File: src/sv/fpfb_pkg.sv
// Types, constants and helper functions of the flip-dot pixel frame builder
package fpfb_pkg;

    localparam int MAX_MODULES = 8;
    localparam int FRAME_BYTES = 7;
    localparam int ROW_LINES   = 20;
    localparam int COL_LIMIT   = 28;
    localparam int RESET_OFS   = 20;
    localparam int ROW_BITS    = 8 * (FRAME_BYTES - 2);
    localparam int WORD_BITS   = 16 * FRAME_BYTES;
    localparam int CNT_W       = $clog2(2 * FRAME_BYTES);

    localparam logic [7:0] COL_BASE       = 8'b1111_1100;
    localparam logic [7:0] HIGH_SIDE_MASK = 8'b1111_1011;

    // Register indexes
    localparam logic [2:0] REG_WIDTH    = 3'd0;
    localparam logic [2:0] REG_COUNT    = 3'd1;
    localparam logic [2:0] REG_HEIGHT   = 3'd2;
    localparam logic [2:0] REG_COL_OFS  = 3'd3;
    localparam logic [2:0] REG_ROW_OFS  = 3'd4;
    localparam logic [2:0] REG_ADDR_TAB = 3'd5;
    localparam logic [2:0] REG_LED      = 3'd6;

    // Reset values
    localparam logic [4:0] RST_WIDTH  = 5'd28;
    localparam logic [3:0] RST_COUNT  = 4'd1;
    localparam logic [4:0] RST_HEIGHT = 5'd16;

    typedef struct packed {
        logic [4:0]  width;
        logic [3:0]  count;
        logic [4:0]  height;
        logic [4:0]  col_ofs;
        logic [4:0]  row_ofs;
        logic [63:0] addr_tab;
        logic [1:0]  led;
    } t_cfg;

    // Payload travelling through the divide stages
    typedef struct packed {
        logic [7:0] rem;
        logic [2:0] quo;
        logic [4:0] row;
        logic       on;
    } t_div;

    function automatic logic [7:0] column_byte(input logic [4:0] col,
                                               input logic       high_side,
                                               input logic [1:0] led);
        logic [1:0] q;
        logic [2:0] r;
        logic [7:0] b;
        q = (col >= 5'd21) ? 2'd3 :
            (col >= 5'd14) ? 2'd2 :
            (col >= 5'd7)  ? 2'd1 : 2'd0;
        r = 3'(col - 5'(5'(q) * 5'd7));
        b = COL_BASE | {6'd0, led};
        b = b & ~{q, 6'd0};
        b = b & ~{2'b00, 3'(r + 3'd1), 3'b000};
        if (high_side) begin
            b = b & HIGH_SIDE_MASK;
        end
        return b;
    endfunction

endpackage

File: src/sv/flipdot_pixel_frame_builder.sv
// Flip-dot pixel frame builder: pixel in, two seven-byte shift frames out
// A pixel passes the divide stages and the frame-pack register into the serialiser.
// Serialiser: fourteen bytes per kept pixel, one byte per cycle while i_ready is high;
//   a dropped pixel leaves the pipeline without output.
// Reset: synchronous, active low; clears all valid flags and loads register defaults.
module flipdot_pixel_frame_builder import fpfb_pkg::*; (
    input  logic        i_clk,
    input  logic        i_rst_n,
    // pixel channel
    input  logic        i_valid,
    output logic        o_ready,
    input  logic [7:0]  i_pixel_x,
    input  logic [5:0]  i_pixel_y,
    input  logic        i_pixel_on,
    // byte channel
    output logic        o_valid,
    input  logic        i_ready,
    output logic [7:0]  o_shift_byte,
    output logic        o_latch_after,
    output logic        o_last,
    // register port
    input  logic        psel,
    input  logic        penable,
    input  logic        pwrite,
    input  logic [5:0]  paddr,
    input  logic [63:0] pwdata,
    output logic [63:0] prdata,
    output logic        pready
);

    t_cfg                 r_cfg;
    logic                 wr_en;
    logic [2:0]           reg_idx;
    logic                 div_valid, div_ready;
    t_div                 div_data;
    logic                 word_valid, word_ready;
    logic [WORD_BITS-1:0] word;

    // Registers sit eight bytes apart; the low address bits pick no lane
    assign reg_idx = paddr[5:3];
    assign pready  = 1'b1;
    assign wr_en   = psel && penable && pwrite && pready;

    always_ff @(posedge i_clk) begin
        if (!i_rst_n) begin
            r_cfg.width    <= RST_WIDTH;
            r_cfg.count    <= RST_COUNT;
            r_cfg.height   <= RST_HEIGHT;
            r_cfg.col_ofs  <= 5'd0;
            r_cfg.row_ofs  <= 5'd0;
            r_cfg.addr_tab <= 64'd0;
            r_cfg.led      <= 2'd0;
        end else if (wr_en) begin
            case (reg_idx)
                REG_WIDTH:    r_cfg.width    <= pwdata[4:0];
                REG_COUNT:    r_cfg.count    <= pwdata[3:0];
                REG_HEIGHT:   r_cfg.height   <= pwdata[4:0];
                REG_COL_OFS:  r_cfg.col_ofs  <= pwdata[4:0];
                REG_ROW_OFS:  r_cfg.row_ofs  <= pwdata[4:0];
                REG_ADDR_TAB: r_cfg.addr_tab <= pwdata;
                REG_LED:      r_cfg.led      <= pwdata[1:0];
                default: begin
                    // drop writes outside the map
                end
            endcase
        end
    end

    always_comb begin
        case (reg_idx)
            REG_WIDTH:    prdata = 64'(r_cfg.width);
            REG_COUNT:    prdata = 64'(r_cfg.count);
            REG_HEIGHT:   prdata = 64'(r_cfg.height);
            REG_COL_OFS:  prdata = 64'(r_cfg.col_ofs);
            REG_ROW_OFS:  prdata = 64'(r_cfg.row_ofs);
            REG_ADDR_TAB: prdata = r_cfg.addr_tab;
            REG_LED:      prdata = 64'(r_cfg.led);
            default:      prdata = 64'd0;
        endcase
    end

    // Bounds checks, row sum and the three quotient bits, one per stage
    fpfb_check_div u_check_div (
        .i_clk      (i_clk),
        .i_rst_n    (i_rst_n),
        .i_cfg      (r_cfg),
        .i_valid    (i_valid),
        .o_ready    (o_ready),
        .i_pixel_x  (i_pixel_x),
        .i_pixel_y  (i_pixel_y),
        .i_pixel_on (i_pixel_on),
        .o_valid    (div_valid),
        .i_ready    (div_ready),
        .o_div      (div_data)
    );

    // Column check, address lookup, column and row bytes
    fpfb_frame_pack u_frame_pack (
        .i_clk   (i_clk),
        .i_rst_n (i_rst_n),
        .i_cfg   (r_cfg),
        .i_valid (div_valid),
        .o_ready (div_ready),
        .i_div   (div_data),
        .o_valid (word_valid),
        .i_ready (word_ready),
        .o_word  (word)
    );

    // Hold each packed word here and shift it out highest byte first
    fpfb_serializer u_serializer (
        .i_clk         (i_clk),
        .i_rst_n       (i_rst_n),
        .i_valid       (word_valid),
        .o_ready       (word_ready),
        .i_word        (word),
        .o_valid       (o_valid),
        .i_ready       (i_ready),
        .o_shift_byte  (o_shift_byte),
        .o_latch_after (o_latch_after),
        .o_last        (o_last)
    );

endmodule

File: src/sv/fpfb_check_div.sv
// Range checks and three-stage restoring division of x by the module width
module fpfb_check_div import fpfb_pkg::*; (
    input  logic       i_clk,
    input  logic       i_rst_n,
    input  t_cfg       i_cfg,
    input  logic       i_valid,
    output logic       o_ready,
    input  logic [7:0] i_pixel_x,
    input  logic [5:0] i_pixel_y,
    input  logic       i_pixel_on,
    output logic       o_valid,
    input  logic       i_ready,
    output t_div       o_div
);

    logic       r_v_b, r_v_c, r_v_d;
    t_div       r_b, r_c, r_d;
    t_div       n_b, n_c, n_d;
    logic       rdy_b, rdy_c, rdy_d;
    logic [3:0] cnt;
    logic [8:0] span;
    logic [6:0] row_sum;
    logic       ok;
    logic [7:0] d2, d1, d0;

    assign rdy_d = !r_v_d || i_ready;
    assign rdy_c = !r_v_c || rdy_d;
    assign rdy_b = !r_v_b || rdy_c;
    assign o_ready = rdy_b;

    always_comb begin
        cnt = (i_cfg.count > 4'(MAX_MODULES)) ? 4'(MAX_MODULES) : i_cfg.count;
        span = 9'(i_cfg.width) * 9'(cnt);
        row_sum = 7'(i_pixel_y) + 7'(i_cfg.row_ofs);
        ok = (i_cfg.width != 5'd0) && (cnt != 4'd0) && (9'(i_pixel_x) < span)
             && (i_pixel_y < 6'(i_cfg.height)) && (row_sum < 7'(ROW_LINES));
        // quotient bit 2
        d2 = {1'b0, i_cfg.width, 2'b00};
        n_b.row = 5'(row_sum);
        n_b.on  = i_pixel_on;
        n_b.quo = {i_pixel_x >= d2, 2'b00};
        n_b.rem = (i_pixel_x >= d2) ? 8'(i_pixel_x - d2) : i_pixel_x;
        // quotient bit 1
        d1 = {2'b00, i_cfg.width, 1'b0};
        n_c = r_b;
        n_c.quo[1] = r_b.rem >= d1;
        n_c.rem = (r_b.rem >= d1) ? 8'(r_b.rem - d1) : r_b.rem;
        // quotient bit 0
        d0 = {3'b000, i_cfg.width};
        n_d = r_c;
        n_d.quo[0] = r_c.rem >= d0;
        n_d.rem = (r_c.rem >= d0) ? 8'(r_c.rem - d0) : r_c.rem;
    end

    always_ff @(posedge i_clk) begin
        if (!i_rst_n) begin
            r_v_b <= 1'b0;
            r_v_c <= 1'b0;
            r_v_d <= 1'b0;
        end else begin
            if (rdy_b) begin
                r_v_b <= i_valid && ok;
            end
            if (rdy_c) begin
                r_v_c <= r_v_b;
            end
            if (rdy_d) begin
                r_v_d <= r_v_c;
            end
        end
    end

    always_ff @(posedge i_clk) begin
        if (rdy_b) begin
            r_b <= n_b;
        end
        if (rdy_c) begin
            r_c <= n_c;
        end
        if (rdy_d) begin
            r_d <= n_d;
        end
    end

    assign o_valid = r_v_d;
    assign o_div   = r_d;

endmodule

File: src/sv/fpfb_frame_pack.sv
// Column check and assembly of the fourteen-byte word for one pixel
module fpfb_frame_pack import fpfb_pkg::*; (
    input  logic                 i_clk,
    input  logic                 i_rst_n,
    input  t_cfg                 i_cfg,
    input  logic                 i_valid,
    output logic                 o_ready,
    input  t_div                 i_div,
    output logic                 o_valid,
    input  logic                 i_ready,
    output logic [WORD_BITS-1:0] o_word
);

    logic                 r_v;
    logic [WORD_BITS-1:0] r_word;
    logic [WORD_BITS-1:0] n_word;
    logic                 rdy;
    logic [5:0]           col;
    logic                 col_ok;
    logic [5:0]           bit_idx;
    logic [ROW_BITS-1:0]  rows;
    logic [7:0]           addr_byte;
    logic [7:0]           col_byte;
    logic [7:0]           idle_byte;

    assign rdy = !r_v || i_ready;
    assign o_ready = rdy;

    always_comb begin
        col = 6'(i_div.rem[4:0]) + 6'(i_cfg.col_ofs);
        col_ok = col < 6'(COL_LIMIT);
        bit_idx = 6'(i_div.row) + (i_div.on ? 6'd0 : 6'(RESET_OFS));
        rows = ROW_BITS'(1) << bit_idx;
        addr_byte = i_cfg.addr_tab[8*i_div.quo +: 8];
        col_byte = column_byte(col[4:0], !i_div.on, i_cfg.led);
        idle_byte = column_byte(5'd0, 1'b0, i_cfg.led);
        // drive frame, then release frame to the same module address
        n_word = {addr_byte, col_byte, rows, addr_byte, idle_byte, {ROW_BITS{1'b0}}};
    end

    always_ff @(posedge i_clk) begin
        if (!i_rst_n) begin
            r_v <= 1'b0;
        end else if (rdy) begin
            r_v <= i_valid && col_ok;
        end
    end

    always_ff @(posedge i_clk) begin
        if (rdy) begin
            r_word <= n_word;
        end
    end

    assign o_valid = r_v;
    assign o_word  = r_word;

endmodule

File: src/sv/fpfb_serializer.sv
// Byte serialiser: shifts the fourteen-byte word out one byte per output handshake
module fpfb_serializer import fpfb_pkg::*; (
    input  logic                 i_clk,
    input  logic                 i_rst_n,
    input  logic                 i_valid,
    output logic                 o_ready,
    input  logic [WORD_BITS-1:0] i_word,
    output logic                 o_valid,
    input  logic                 i_ready,
    output logic [7:0]           o_shift_byte,
    output logic                 o_latch_after,
    output logic                 o_last
);

    localparam logic [CNT_W-1:0] LATCH_CNT = CNT_W'(FRAME_BYTES - 1);
    localparam logic [CNT_W-1:0] LAST_CNT  = CNT_W'(2 * FRAME_BYTES - 1);

    logic                 r_busy;
    logic [CNT_W-1:0]     r_cnt;
    logic [WORD_BITS-1:0] r_sr;
    logic                 take;
    logic                 done;
    logic                 load;

    assign take = r_busy && i_ready;
    assign done = take && (r_cnt == LAST_CNT);
    assign o_ready = !r_busy || done;
    assign load = i_valid && o_ready;

    always_ff @(posedge i_clk) begin
        if (!i_rst_n) begin
            r_busy <= 1'b0;
            r_cnt  <= '0;
        end else if (load) begin
            r_busy <= 1'b1;
            r_cnt  <= '0;
        end else if (take) begin
            r_cnt <= CNT_W'(r_cnt + 1'b1);
            if (done) begin
                r_busy <= 1'b0;
            end
        end
    end

    always_ff @(posedge i_clk) begin
        if (load) begin
            r_sr <= i_word;
        end else if (take) begin
            r_sr <= {r_sr[WORD_BITS-9:0], 8'h00};
        end
    end

    assign o_valid       = r_busy;
    assign o_shift_byte  = r_sr[WORD_BITS-1 -: 8];
    assign o_latch_after = (r_cnt == LATCH_CNT) || (r_cnt == LAST_CNT);
    assign o_last        = r_cnt == LAST_CNT;

endmodule

File: config.mk
export PLATFORM = sky130hd
export DESIGN_NAME = flipdot_pixel_frame_builder
export DESIGN_NICKNAME = d
export VERILOG_FILES = /design/src/sv/fpfb_pkg.sv /design/src/sv/flipdot_pixel_frame_builder.sv /design/src/sv/fpfb_check_div.sv /design/src/sv/fpfb_frame_pack.sv /design/src/sv/fpfb_serializer.sv
export SDC_FILE = /design/constraint.sdc
export NUM_CORES = 1
export LEC_CHECK = 0
export BUFFER_PORTS_ARGS = -buffer_cell sky130_fd_sc_hd__buf_4
export CAP_MARGIN = 40
export CORE_ASPECT_RATIO = 1.4
export CORE_UTILIZATION = 30
export DETAILED_ROUTE_END_ITERATION = 10
export GPL_ROUTABILITY_DRIVEN = 0
export PLACE_DENSITY = 0.48
export SLEW_MARGIN = 15
export SYNTH_ARGS = -nofsm -noshare
export SYNTH_HDL_FRONTEND = slang
export SYNTH_SLANG_ARGS = --single-unit
export TNS_END_PERCENT = 5
File: constraint.sdc
create_clock -name i_clk -period 6.1 [get_ports i_clk]
set_input_delay 0.61 -clock i_clk [delete_from_list [all_inputs] [get_ports i_clk]]
set_output_delay 0.61 -clock i_clk [all_outputs]
set_load 0.01 [all_outputs]
==> results of run 1 <==
==> worst max path at each step <==
stage	slack (ps)	cells after the start	end
final	1790	15	u_check_div.r_v_b
after global placement	1770	14	u_check_div.r_v_b
after CTS	1740	15	u_check_div.r_v_b
after global routing	1460	15	u_check_div.r_v_b
after detailed placement	1780	15	u_check_div.r_v_b
after floorplan	2220	16	u_check_div.r_v_b
==> final cells by class <==
| type | count | area, um^2 | share of cell area |
|---|---|---|---|
| diodes | 2 | 5.005 | 0.0003102 |
| multi-input cells | 897 | 5847 | 0.3623 |
| clock buffers | 42 | 825.8 | 0.05117 |
| clock inverters | 13 | 153.9 | 0.009537 |
| well taps | 558 | 698.2 | 0.04327 |
| flip-flops and latches | 267 | 7027 | 0.4355 |
| repair buffers | 178 | 1396 | 0.08653 |
| inverters | 49 | 183.9 | 0.01140 |
==> Yosys cell counts, drive strengths merged, types with 2 or more instances <==
| master | n | area share |
|---|---|---|
| ha | 59 | 0.055 |
| nor4 | 4 | 0.0019 |
| inv | 49 | 0.014 |
| dfxtp | 99 | 0.15 |
| a221oi | 3 | 0.0020 |
| a21oi | 22 | 0.0090 |
| buf | 36 | 0.019 |
| nor3b | 2 | 0.0011 |
| nor2 | 53 | 0.015 |
| and3 | 66 | 0.031 |
| mux2i | 30 | 0.022 |
| xor2 | 10 | 0.0065 |
| o21ai | 19 | 0.0074 |
| nor2b | 36 | 0.017 |
| o31ai | 3 | 0.0017 |
| o22ai | 3 | 0.0014 |
| o21a | 2 | 0.0011 |
| edfxtp | 168 | 0.38 |
| o2bb2ai | 2 | 0.0013 |
| o21bai | 3 | 0.0017 |
| mux4 | 18 | 0.030 |
| clkbuf | 39 | 0.011 |
| a21o | 11 | 0.0061 |
| nor3 | 15 | 0.0063 |
| nand3 | 18 | 0.0067 |
| nand4 | 5 | 0.0023 |
| mux2 | 18 | 0.015 |
| a21boi | 68 | 0.038 |
| and2 | 18 | 0.0084 |
| a31oi | 3 | 0.0014 |
| a211oi | 4 | 0.0022 |
| o211ai | 2 | 0.0011 |
| nand2b | 10 | 0.0047 |
| or4 | 4 | 0.0022 |
| nand2 | 337 | 0.094 |
| fa | 11 | 0.016 |
| xnor2 | 16 | 0.010 |
| or2 | 3 | 0.0014 |
==> cell usage in the layout, fill, tap and decap left out, types with 30 or more instances in the layout <==
master,Yosys,final
nand2_1,337,336
buf_4,13,174
edfxtp_1,168,168
dfxtp_1,99,99
and3_1,66,66
ha_1,59,59
nor2_1,52,52
inv_1,48,47
a21boi_0,47,47
nor2b_1,36,35
mux2i_1,30,30
clkbuf_16,0,30
==> worst reg2reg max path, delay by kind of cell, from the launching register on <==
| kind | cells | cell delay, ps |
|---|---|---|
| AOI/OAI and AO/OA | 7 | 1270 |
| xor gates and xnor gates | 1 | 90 |
| adders and majority gates | 4 | 1590 |
| buffers and inverters | 1 | 60 |
| DFF | 1 | 690 |
| and+or+nand+nor | 2 | 550 |
==> registers in the layout, summed over array words and instances, names as in the netlist <==
register	flops
u_check_div.n_c	7
u_frame_pack.o_word	56
u_serializer.o_valid	1
u_serializer.r_cnt	4
u_serializer.r_sr	67
u_check_div.o_div	14
u_check_div.r_v_b	1
u_frame_pack.o_valid	1
u_check_div.r_b	8
u_check_div.r_c	8
r_cfg	90
u_check_div.n_d	8
u_check_div.r_v_c	1
u_check_div.o_valid	1
==> metal layers <==
metal,GRT usage,part of all wire,wire length [um],vias up
met5,0,0,0,-
met4,0.05739,0.029,1042,0
met3,0.01873,0.034,1214,60
met2,0.2967,0.53,19090,166
met1,0.1821,0.41,14630,4631
li1,-,-,-,4726
==> cells by family after synthesis <==
kind of cell / count (synthesis) / synth area share
and+or+nand+nor: 577 / 0.1958
AOI/OAI and AO/OA: 157 / 0.08228
xor gates and xnor gates: 26 / 0.01694
other: 1 / 0.0002790
adders and majority gates: 70 / 0.07130
buffers and inverters: 124 / 0.04309
DFF: 267 / 0.5227
muxes: 66 / 0.06757
==> per-stage QoR <==
stage                     std cells  setup slack, ps
final                          2006             1791
after global placement         1944             1771
after detailed placement       1949             1776
after global routing           2006             1457
after CTS                      2004             1738
after floorplan                1288             2223
==> power by group through the flow <==
| stage | logic (mW) | clock network (mW) | registers, mW |
|---|---|---|---|
| after floorplan | 0.376 | 0 | 2.06 |
| after global placement | 0.507 | 0 | 2.09 |
| after detailed placement | 0.529 | 0 | 2.08 |
| after CTS | 0.533 | 1.87 | 2.05 |
| after global routing | 0.582 | 1.93 | 2.05 |
| final | 0.519 | 1.81 | 2.04 |
==> flow_summary.yaml, run 1 <==
run_status:
  outcome: "finished, final reports clean"
yosys:
  syn_avg_cell_area_um2: 10.44
  syn-num-nets: 1450
  yosys_most_used_dff: "edfxtp_1"
  synth_seq_area_share: 0.5227
  syn_inst: 1288
  ys_ff_latch: 267
  synth_edf_count: 168
  ys_types: 68
  ys_warn_count: 0
  synthesis.area_um2: 13440
  synthArstFlopShare: 0
critical_path:
  crit_path_end_kind: "flip-flop"
  slowest_delay_ps: 690
  r2r-end: "u_check_div.r_v_b"
  reg2reg_from: "r_cfg[86]"
  crit_required_ps: 6590
  path_cells: "nand2_1, fa_1, inv_1, fa_1, ha_1, a21o_1, a21oi_1, o21bai_1, a21oi_1, xor2_1, ha_1, or4_1, o31ai_1, o221ai_1, o21ai_1"
  cp_top_family: "adder cells"
  path_class: "flip-flop to flip-flop"
  reg2reg_slack_ps: 1790
  critPathSlowestCell: "dfxtp_1"
  crit_arrival_ps: 4800
  crit_path_max_fanout: 11
  start_kind: "flip-flop"
  crit_start: "r_cfg[86]"
  reg2reg_depth: 15
  cp_num_buf_inv: 1
power:
  p_seq_frac: 0.467
  power_density_nw_per_um2: 271.3
  internal_power_mw: 3.319
  p_clk_frac: 0.415
  switchingPower_mw: 1.059
  max-vdd-ir-drop_mv: 0.2175
  p_sw_frac: 0.2419
  p_leak_nw: 6.734
  power.total_mw: 4.378
  combPwrFrac: 0.118
sta:
  hold_viol_final: 0
  setup_tns_ps: 0
  fmax_ghz: 0.2320
  max_slew_margin: 0.4912
  whs_ps: 236.2
  rsz0062_at_grt: "no"
  finalCritPeriodShare: 0.7065
  worst_slew_pin_slew_ps: 763.2
  final-max-slew-violation-count: 0
  finClkSkew_ps: 19.03
  setup_viol: 0
  period_needed_ps: 4310
route:
  wl_per_cell_um: 17.93
  vias: 9583
  drtIter0Drc: 499
  routed_wl_um: 35970
  vias_per_cell: 4.777
  drtPass1Iterations: 5
  final_antenna_net_count: 0
  drc: 0
final_layout:
  drive_gt1_frac: 0.1888
  syn_to_final_growth_pct: 20.04
  fin_util: 0.3653
  fillers: 4516
  nNetsFinal: 1585
  stdcell_area_um2: 16140
min_path:
  min_to: "u_check_div.n_c[0]"
  worstHoldPathCells: 1
  hp-start: "i_pixel_on"
  hp-class: "primary input to flip-flop"
global_routing:
  antenna_found_initial: 2
  grt_pass1_vias: 9851
  grt.total_usage: 0.1579
  grt_pass1_wl_um: 56150
  grt_max_degree: 77
  overflow: 0
clocking:
  cts_tree: "yes"
  clk_pin_slew_ps: 60
  post_cts_buffers: 0
  cts_buffers: 30
  clockBufferDepth: 3
  clockRootBuffer: "clkbuf_16"
  cts_hold_buf: 0
  clkSinkCount: 267
  ctsResizeCount: 0
  insertion_delay_ps: 570
  ctsHtreeMaxLevel: 1
placement:
  dpl_cell_area_um2: 15150
  port_buffers: 164
  place.detailed.hpwl_um: 25660
floorplanning:
  die_area_um2: 45670
  die_y_um: 252.5
  die-width_um: 180.9
  boundaryPins: 169
  rows: 91
  initial_core_util: 0.3043
  core_um2: 44180
run:
  maxCapViolations: 0
Note: power is estimated with default switching activity, not from simulation.
==> inputs of run 2 (changes only) <==
==> constraint.sdc (replaced) <==
create_clock -name i_clk -period 4.1 [get_ports i_clk]
set_input_delay 0.41 -clock i_clk [delete_from_list [all_inputs] [get_ports i_clk]]
set_output_delay 0.41 -clock i_clk [all_outputs]
set_load 0.01 [all_outputs]
==> flow_summary.yaml, run 2 (same netlist as run 1, synthesis figures left out) <==
run_status:
  outcome: "finished, final reports clean"
global_routing:
  grt.total_usage: 0.1595
  antenna_found_initial: 3
  grt_pass1_wl_um: 56390
  grt_max_degree: 77
  overflow: 0
  grt_pass1_vias: 9840
power:
  p_leak_nw: 6.799
  max-vdd-ir-drop_mv: 0.3086
  power_density_nw_per_um2: 400.5
floorplanning:
  initial_core_util: 0.3043
  core_um2: 44180
  die_y_um: 252.5
  rows: 91
  die_area_um2: 45670
  boundaryPins: 169
  die-width_um: 180.9
clocking:
  insertion_delay_ps: 570
  clockRootBuffer: "clkbuf_16"
  clkSinkCount: 267
  clockBufferDepth: 3
  cts_tree: "yes"
  ctsHtreeMaxLevel: 1
  cts_buffers: 30
  cts_hold_buf: 0
  clk_pin_slew_ps: 60
sta:
  period_needed_ps: 3822
  finalCritPeriodShare: 0.9321
  worst_slack_ps: 278.3
  setup_tns_ps: 0
  hold_viol_final: 0
  fmax_ghz: 0.2617
  setup_viol: 0
  final-max-slew-violation-count: 0
  finClkSkew_ps: 22.15
  worst_slew_pin_slew_ps: 875.3
  max_slew_margin: 0.4120
final_layout:
  final_common_cell: "nand2_1"
  largest_reg_flops: 90
  final_cell_mix: "nand2_1 (336), buf_4 (186), edfxtp_1 (168), dfxtp_1 (99), and3_1 (66)"
  drive_gt1_frac: 0.2016
  nNetsFinal: 1597
  stdcell_area_um2: 16250
  largest_register: "r_cfg"
  fin_util: 0.3679
  syn_to_final_growth_pct: 20.91
  fin_cells: 2019
route:
  drtPass1Iterations: 5
  drc: 0
  vias: 9718
  routed_wl_um: 36910
  vias_per_cell: 4.813
  drtIter0Drc: 563
  wl_per_cell_um: 18.28
  final_antenna_net_count: 0
critical_path:
  r2r-end: "u_check_div.r_v_b"
  crit_path_end_kind: "flip-flop"
  critPathSlowestCell: "fa_1"
  path_cells: "buf_4, and2_1, fa_1, inv_1, fa_1, inv_1, ha_4, a21oi_2, nor2_1, nor2_1, xor2_1, ha_1, or4_1, o31ai_2, o221ai_1, o21ai_1"
  crit_path_max_fanout: 8
  path_class: "flip-flop to flip-flop"
  slowest_delay_ps: 530
  start_kind: "flip-flop"
  reg2reg_from: "r_cfg[84]"
  crit_arrival_ps: 4310
  cp_top_family: "adder cells"
  reg2reg_depth: 16
  crit_required_ps: 4580
  reg2reg_slack_ps: 280
  cp_num_buf_inv: 3
min_path:
  min_to: "u_check_div.n_c[0]"
  hp-start: "i_pixel_on"
  hp-class: "primary input to flip-flop"
  worstHoldPathCells: 1
placement:
  place.detailed.hpwl_um: 26370
  placed_cells: 1960
  dpl_cell_area_um2: 15230
  pre_cts_ws_ps: 69.30
  port_buffers: 164
run:
  maxCapViolations: 0
[run 2: cell count changes in the layout (fill, tap and decap cells not counted), moves of 2 or more]
cell | before | now
a21oi_2 | 0 | 2
fa_1 | 11 | 9
nor2b_1 | 35 | 33
fa_2 | 0 | 2
clkinv_2 | 5 | 8
buf_4 | 174 | 186
a21oi_1 | 21 | 19
nor2b_2 | 0 | 2
clkbuf_8 | 3 | 0
[run 2: what timing repair did]
action,in CTS,in global routing
gates resized for setup,0,8
setup endpoints to repair,0,1
buffers inserted,0,1
[run 2: how the worst max path moves through the flow]
stage	start	end	slack [ps]	depth (start not counted)
after CTS	r_cfg[84]	u_check_div.r_v_b	40	16
after floorplan	r_cfg[84]	u_check_div.r_v_b	220	16
after global placement	r_cfg[84]	u_check_div.r_v_b	100	15
after global routing	r_cfg[84]	u_check_div.r_v_b	-20	16
final	r_cfg[84]	u_check_div.r_v_b	280	16
after detailed placement	r_cfg[84]	u_check_div.r_v_b	70	16
[run 2: routing by layer]
layer,wire (um),up-vias,track usage
met5,0,-,0
met4,1122,0,0.06300
met3,1314,62,0.02320
met2,19610,167,0.2973
met1,14860,4735,0.1815
li1,-,4754,-
[run 2: report_power, final]
| part | internal (mW) | leakage [nW] | switching, mW | total (mW) |
|---|---|---|---|---|
| clock network | 1.60 | 0.483 | 1.10 | 2.70 |
| registers | 2.98 | 2.52 | 0.0539 | 3.03 |
| logic | 0.364 | 3.80 | 0.412 | 0.776 |
| total | 4.94 | 6.80 | 1.57 | 6.51 |
[run 2: per-stage QoR]
step,hold WS (ps),power [mW]
final,47.36,6.510
after global routing,24.59,6.792
after CTS,26.64,6.605
after detailed placement,405.2,3.879
after global placement,403.3,3.858
after floorplan,400.3,3.623
[run 2: layout make-up]
type | instances | area, um^2
clock buffers | 39 | 784.5
diodes | 3 | 7.507
multi-input cells | 897 | 5882
clock inverters | 16 | 192.7
flip-flops and latches | 267 | 7027
inverters | 49 | 183.9
well taps | 558 | 698.2
repair buffers | 190 | 1479
fillers | 4454 | 27920
==> inputs of run 3 (changes only) <==
--- a/config.mk
+++ b/config.mk
@@ -8,10 +8,10 @@
 export BUFFER_PORTS_ARGS = -buffer_cell sky130_fd_sc_hd__buf_4
 export CAP_MARGIN = 40
 export CORE_ASPECT_RATIO = 1.4
-export CORE_UTILIZATION = 30
+export CORE_UTILIZATION = 59
 export DETAILED_ROUTE_END_ITERATION = 10
 export GPL_ROUTABILITY_DRIVEN = 0
-export PLACE_DENSITY = 0.48
+export PLACE_DENSITY = 0.82
 export SLEW_MARGIN = 15
 export SYNTH_ARGS = -nofsm -noshare
 export SYNTH_HDL_FRONTEND = slang
==> flow_summary.yaml, run 3 (same netlist as run 1, synthesis figures left out) <==
sta:
  fmax_ghz: 0.2518
  worst_slew_pin_slew_ps: 861.2
  final-max-slew-violation-count: 0
  rsz0062_at_grt: "no"
  setup_tns_ps: 0
  hold_viol_final: 0
  setup_viol: 0
  finalCritPeriodShare: 0.9687
  period_needed_ps: 3972
  max_slew_margin: 0.4236
  finClkSkew_ps: 9.380
critical_path:
  crit_path_end_kind: "flip-flop"
  path_class: "flip-flop to flip-flop"
  cp-endpoint: "u_check_div.r_v_b"
  cp_top_family: "adder cells"
  cp.depth: 15
  critPathSlowestCell: "or4_1"
  reg2reg_slack_ps: 130
  r2r-end: "u_check_div.r_v_b"
  cp_num_buf_inv: 1
  path_cells: "nor2b_2, nand2_1, fa_1, inv_1, fa_2, fa_1, a21oi_1, nor2_1, nor2_1, xor2_1, ha_1, or4_1, o31ai_1, o221ai_1, o21ai_1"
  start_kind: "flip-flop"
  reg2reg_from: "r_cfg[84]"
  crit_arrival_ps: 4430
  crit_start: "r_cfg[84]"
  crit_required_ps: 4560
  reg2reg_depth: 15
  crit_path_max_fanout: 10
  slowest_delay_ps: 530
floorplanning:
  die_area_um2: 23400
  boundaryPins: 169
  initial_core_util: 0.5989
  die-width_um: 129.6
  rows: 65
  core_um2: 22450
  die_y_um: 180.6
clocking:
  cts_tree: "yes"
  clockBufferDepth: 3
  clk_pin_slew_ps: 70
  post_cts_buffers: 0
  insertion_delay_ps: 520
  clkSinkCount: 267
  clockRootBuffer: "clkbuf_16"
  cts_buffers: 25
  ctsHtreeMaxLevel: 1
route:
  drtIter0Drc: 635
  routed_wl_um: 31760
  vias: 9834
  wl_per_cell_um: 18.26
  vias_per_cell: 5.655
  drc: 0
  drtPass1Iterations: 5
  final_antenna_net_count: 0
placement:
  place.detailed.hpwl_um: 22200
  port_buffers: 164
final_layout:
  nNetsFinal: 1582
  largest_register: "r_cfg"
  largest_reg_flops: 90
  antennaDiodeCount: 0
  fillers: 1654
  fin_util: 0.6989
  syn_to_final_growth_pct: 16.71
  multi_input_area_um2: 5853
  ff_latch_area_um2: 7028
  final_common_cell: "nand2_1"
  drive_gt1_frac: 0.1919
  final_cell_mix: "nand2_1 (336), buf_4 (177), edfxtp_1 (168), dfxtp_1 (98), and3_1 (66)"
min_path:
  hp-class: "primary input to flip-flop"
  worstHoldPathCells: 1
global_routing:
  gr-usage-met3: 0.02969
  grt.total_usage: 0.2758
  grt_max_degree: 78
  grt_pass1_wl_um: 50210
  use_met2: 0.4988
  busiest_layer: "met2"
  overflow: 0
  use_met1: 0.3258
  grt_pass1_vias: 9803
  antenna_found_initial: 0
power:
  p_leak_nw: 6.657
  max-vdd-ir-drop_mv: 0.3179
  power_density_nw_per_um2: 398.2
run_status:
  outcome: "finished, final reports clean"
run:
  maxCapViolations: 0
-- run 3: cell types whose count changed in the layout (fill, tap and decap cells not counted), sizes merged --
cell / previous run / this run
buf: 190 / 180
diode: 3 / 0
clkinv: 11 / 6
bufinv: 4 / 5
clkinvlp: 0 / 7
clkbuf: 39 / 27
inv: 50 / 49
-- run 3: through the flow --
stage	std cells	power, mW	instance area [um^2]	worst slack (ps)	hold WS, ps
6_report	1739	6.248	15690	128.3	78.30
3_5_place_dp	1693	3.861	14810	-1.719	405.9
4_1_cts	1738	6.258	15660	36.32	69.49
5_1_grt	1739	6.460	15690	7.629	68.02
3_3_place_gp	1691	3.804	14760	93.85	401.6
2_1_floorplan	1288	3.623	13440	222.7	400.3
-- run 3: per-layer routing --
layer,up-vias,part of all wire
met4,0,0.045
met5,-,0
met1,4725,0.38
li1,4718,-
met3,86,0.047
met2,305,0.53
-- run 3: worst min path at each step --
| stage | start | end |
|---|---|---|
| global placement | u_check_div.n_d[2] | u_check_div.o_div[2] |
| floorplan | u_check_div.n_c[0] | u_check_div.n_d[0] |
| finish | i_pixel_on | u_check_div.n_c[0] |
| detailed placement | u_check_div.n_d[3] | u_check_div.o_div[3] |
| CTS | i_pixel_on | u_check_div.n_c[0] |
| global route | i_pixel_on | u_check_div.n_c[0] |
-- run 3: timing repair --
action,CTS,global route
resized for setup,2,3
hold buffers,0,0
endpoints found under the setup margin,1,1
-- run 3: power breakdown --
group	switching, mW	internal (mW)	total [mW]
logic	0.398	0.372	0.771
clock network	0.998	1.43	2.43
registers	0.0704	2.98	3.05
-- run 3: area by class of cell --
type	count	share of cell area
flip-flops and latches	267	0.4480
multi-input cells	897	0.3731
repair buffers	180	0.08900
clock buffers	27	0.04035
well taps	301	0.02401
clock inverters	18	0.01388
inverters	49	0.01172
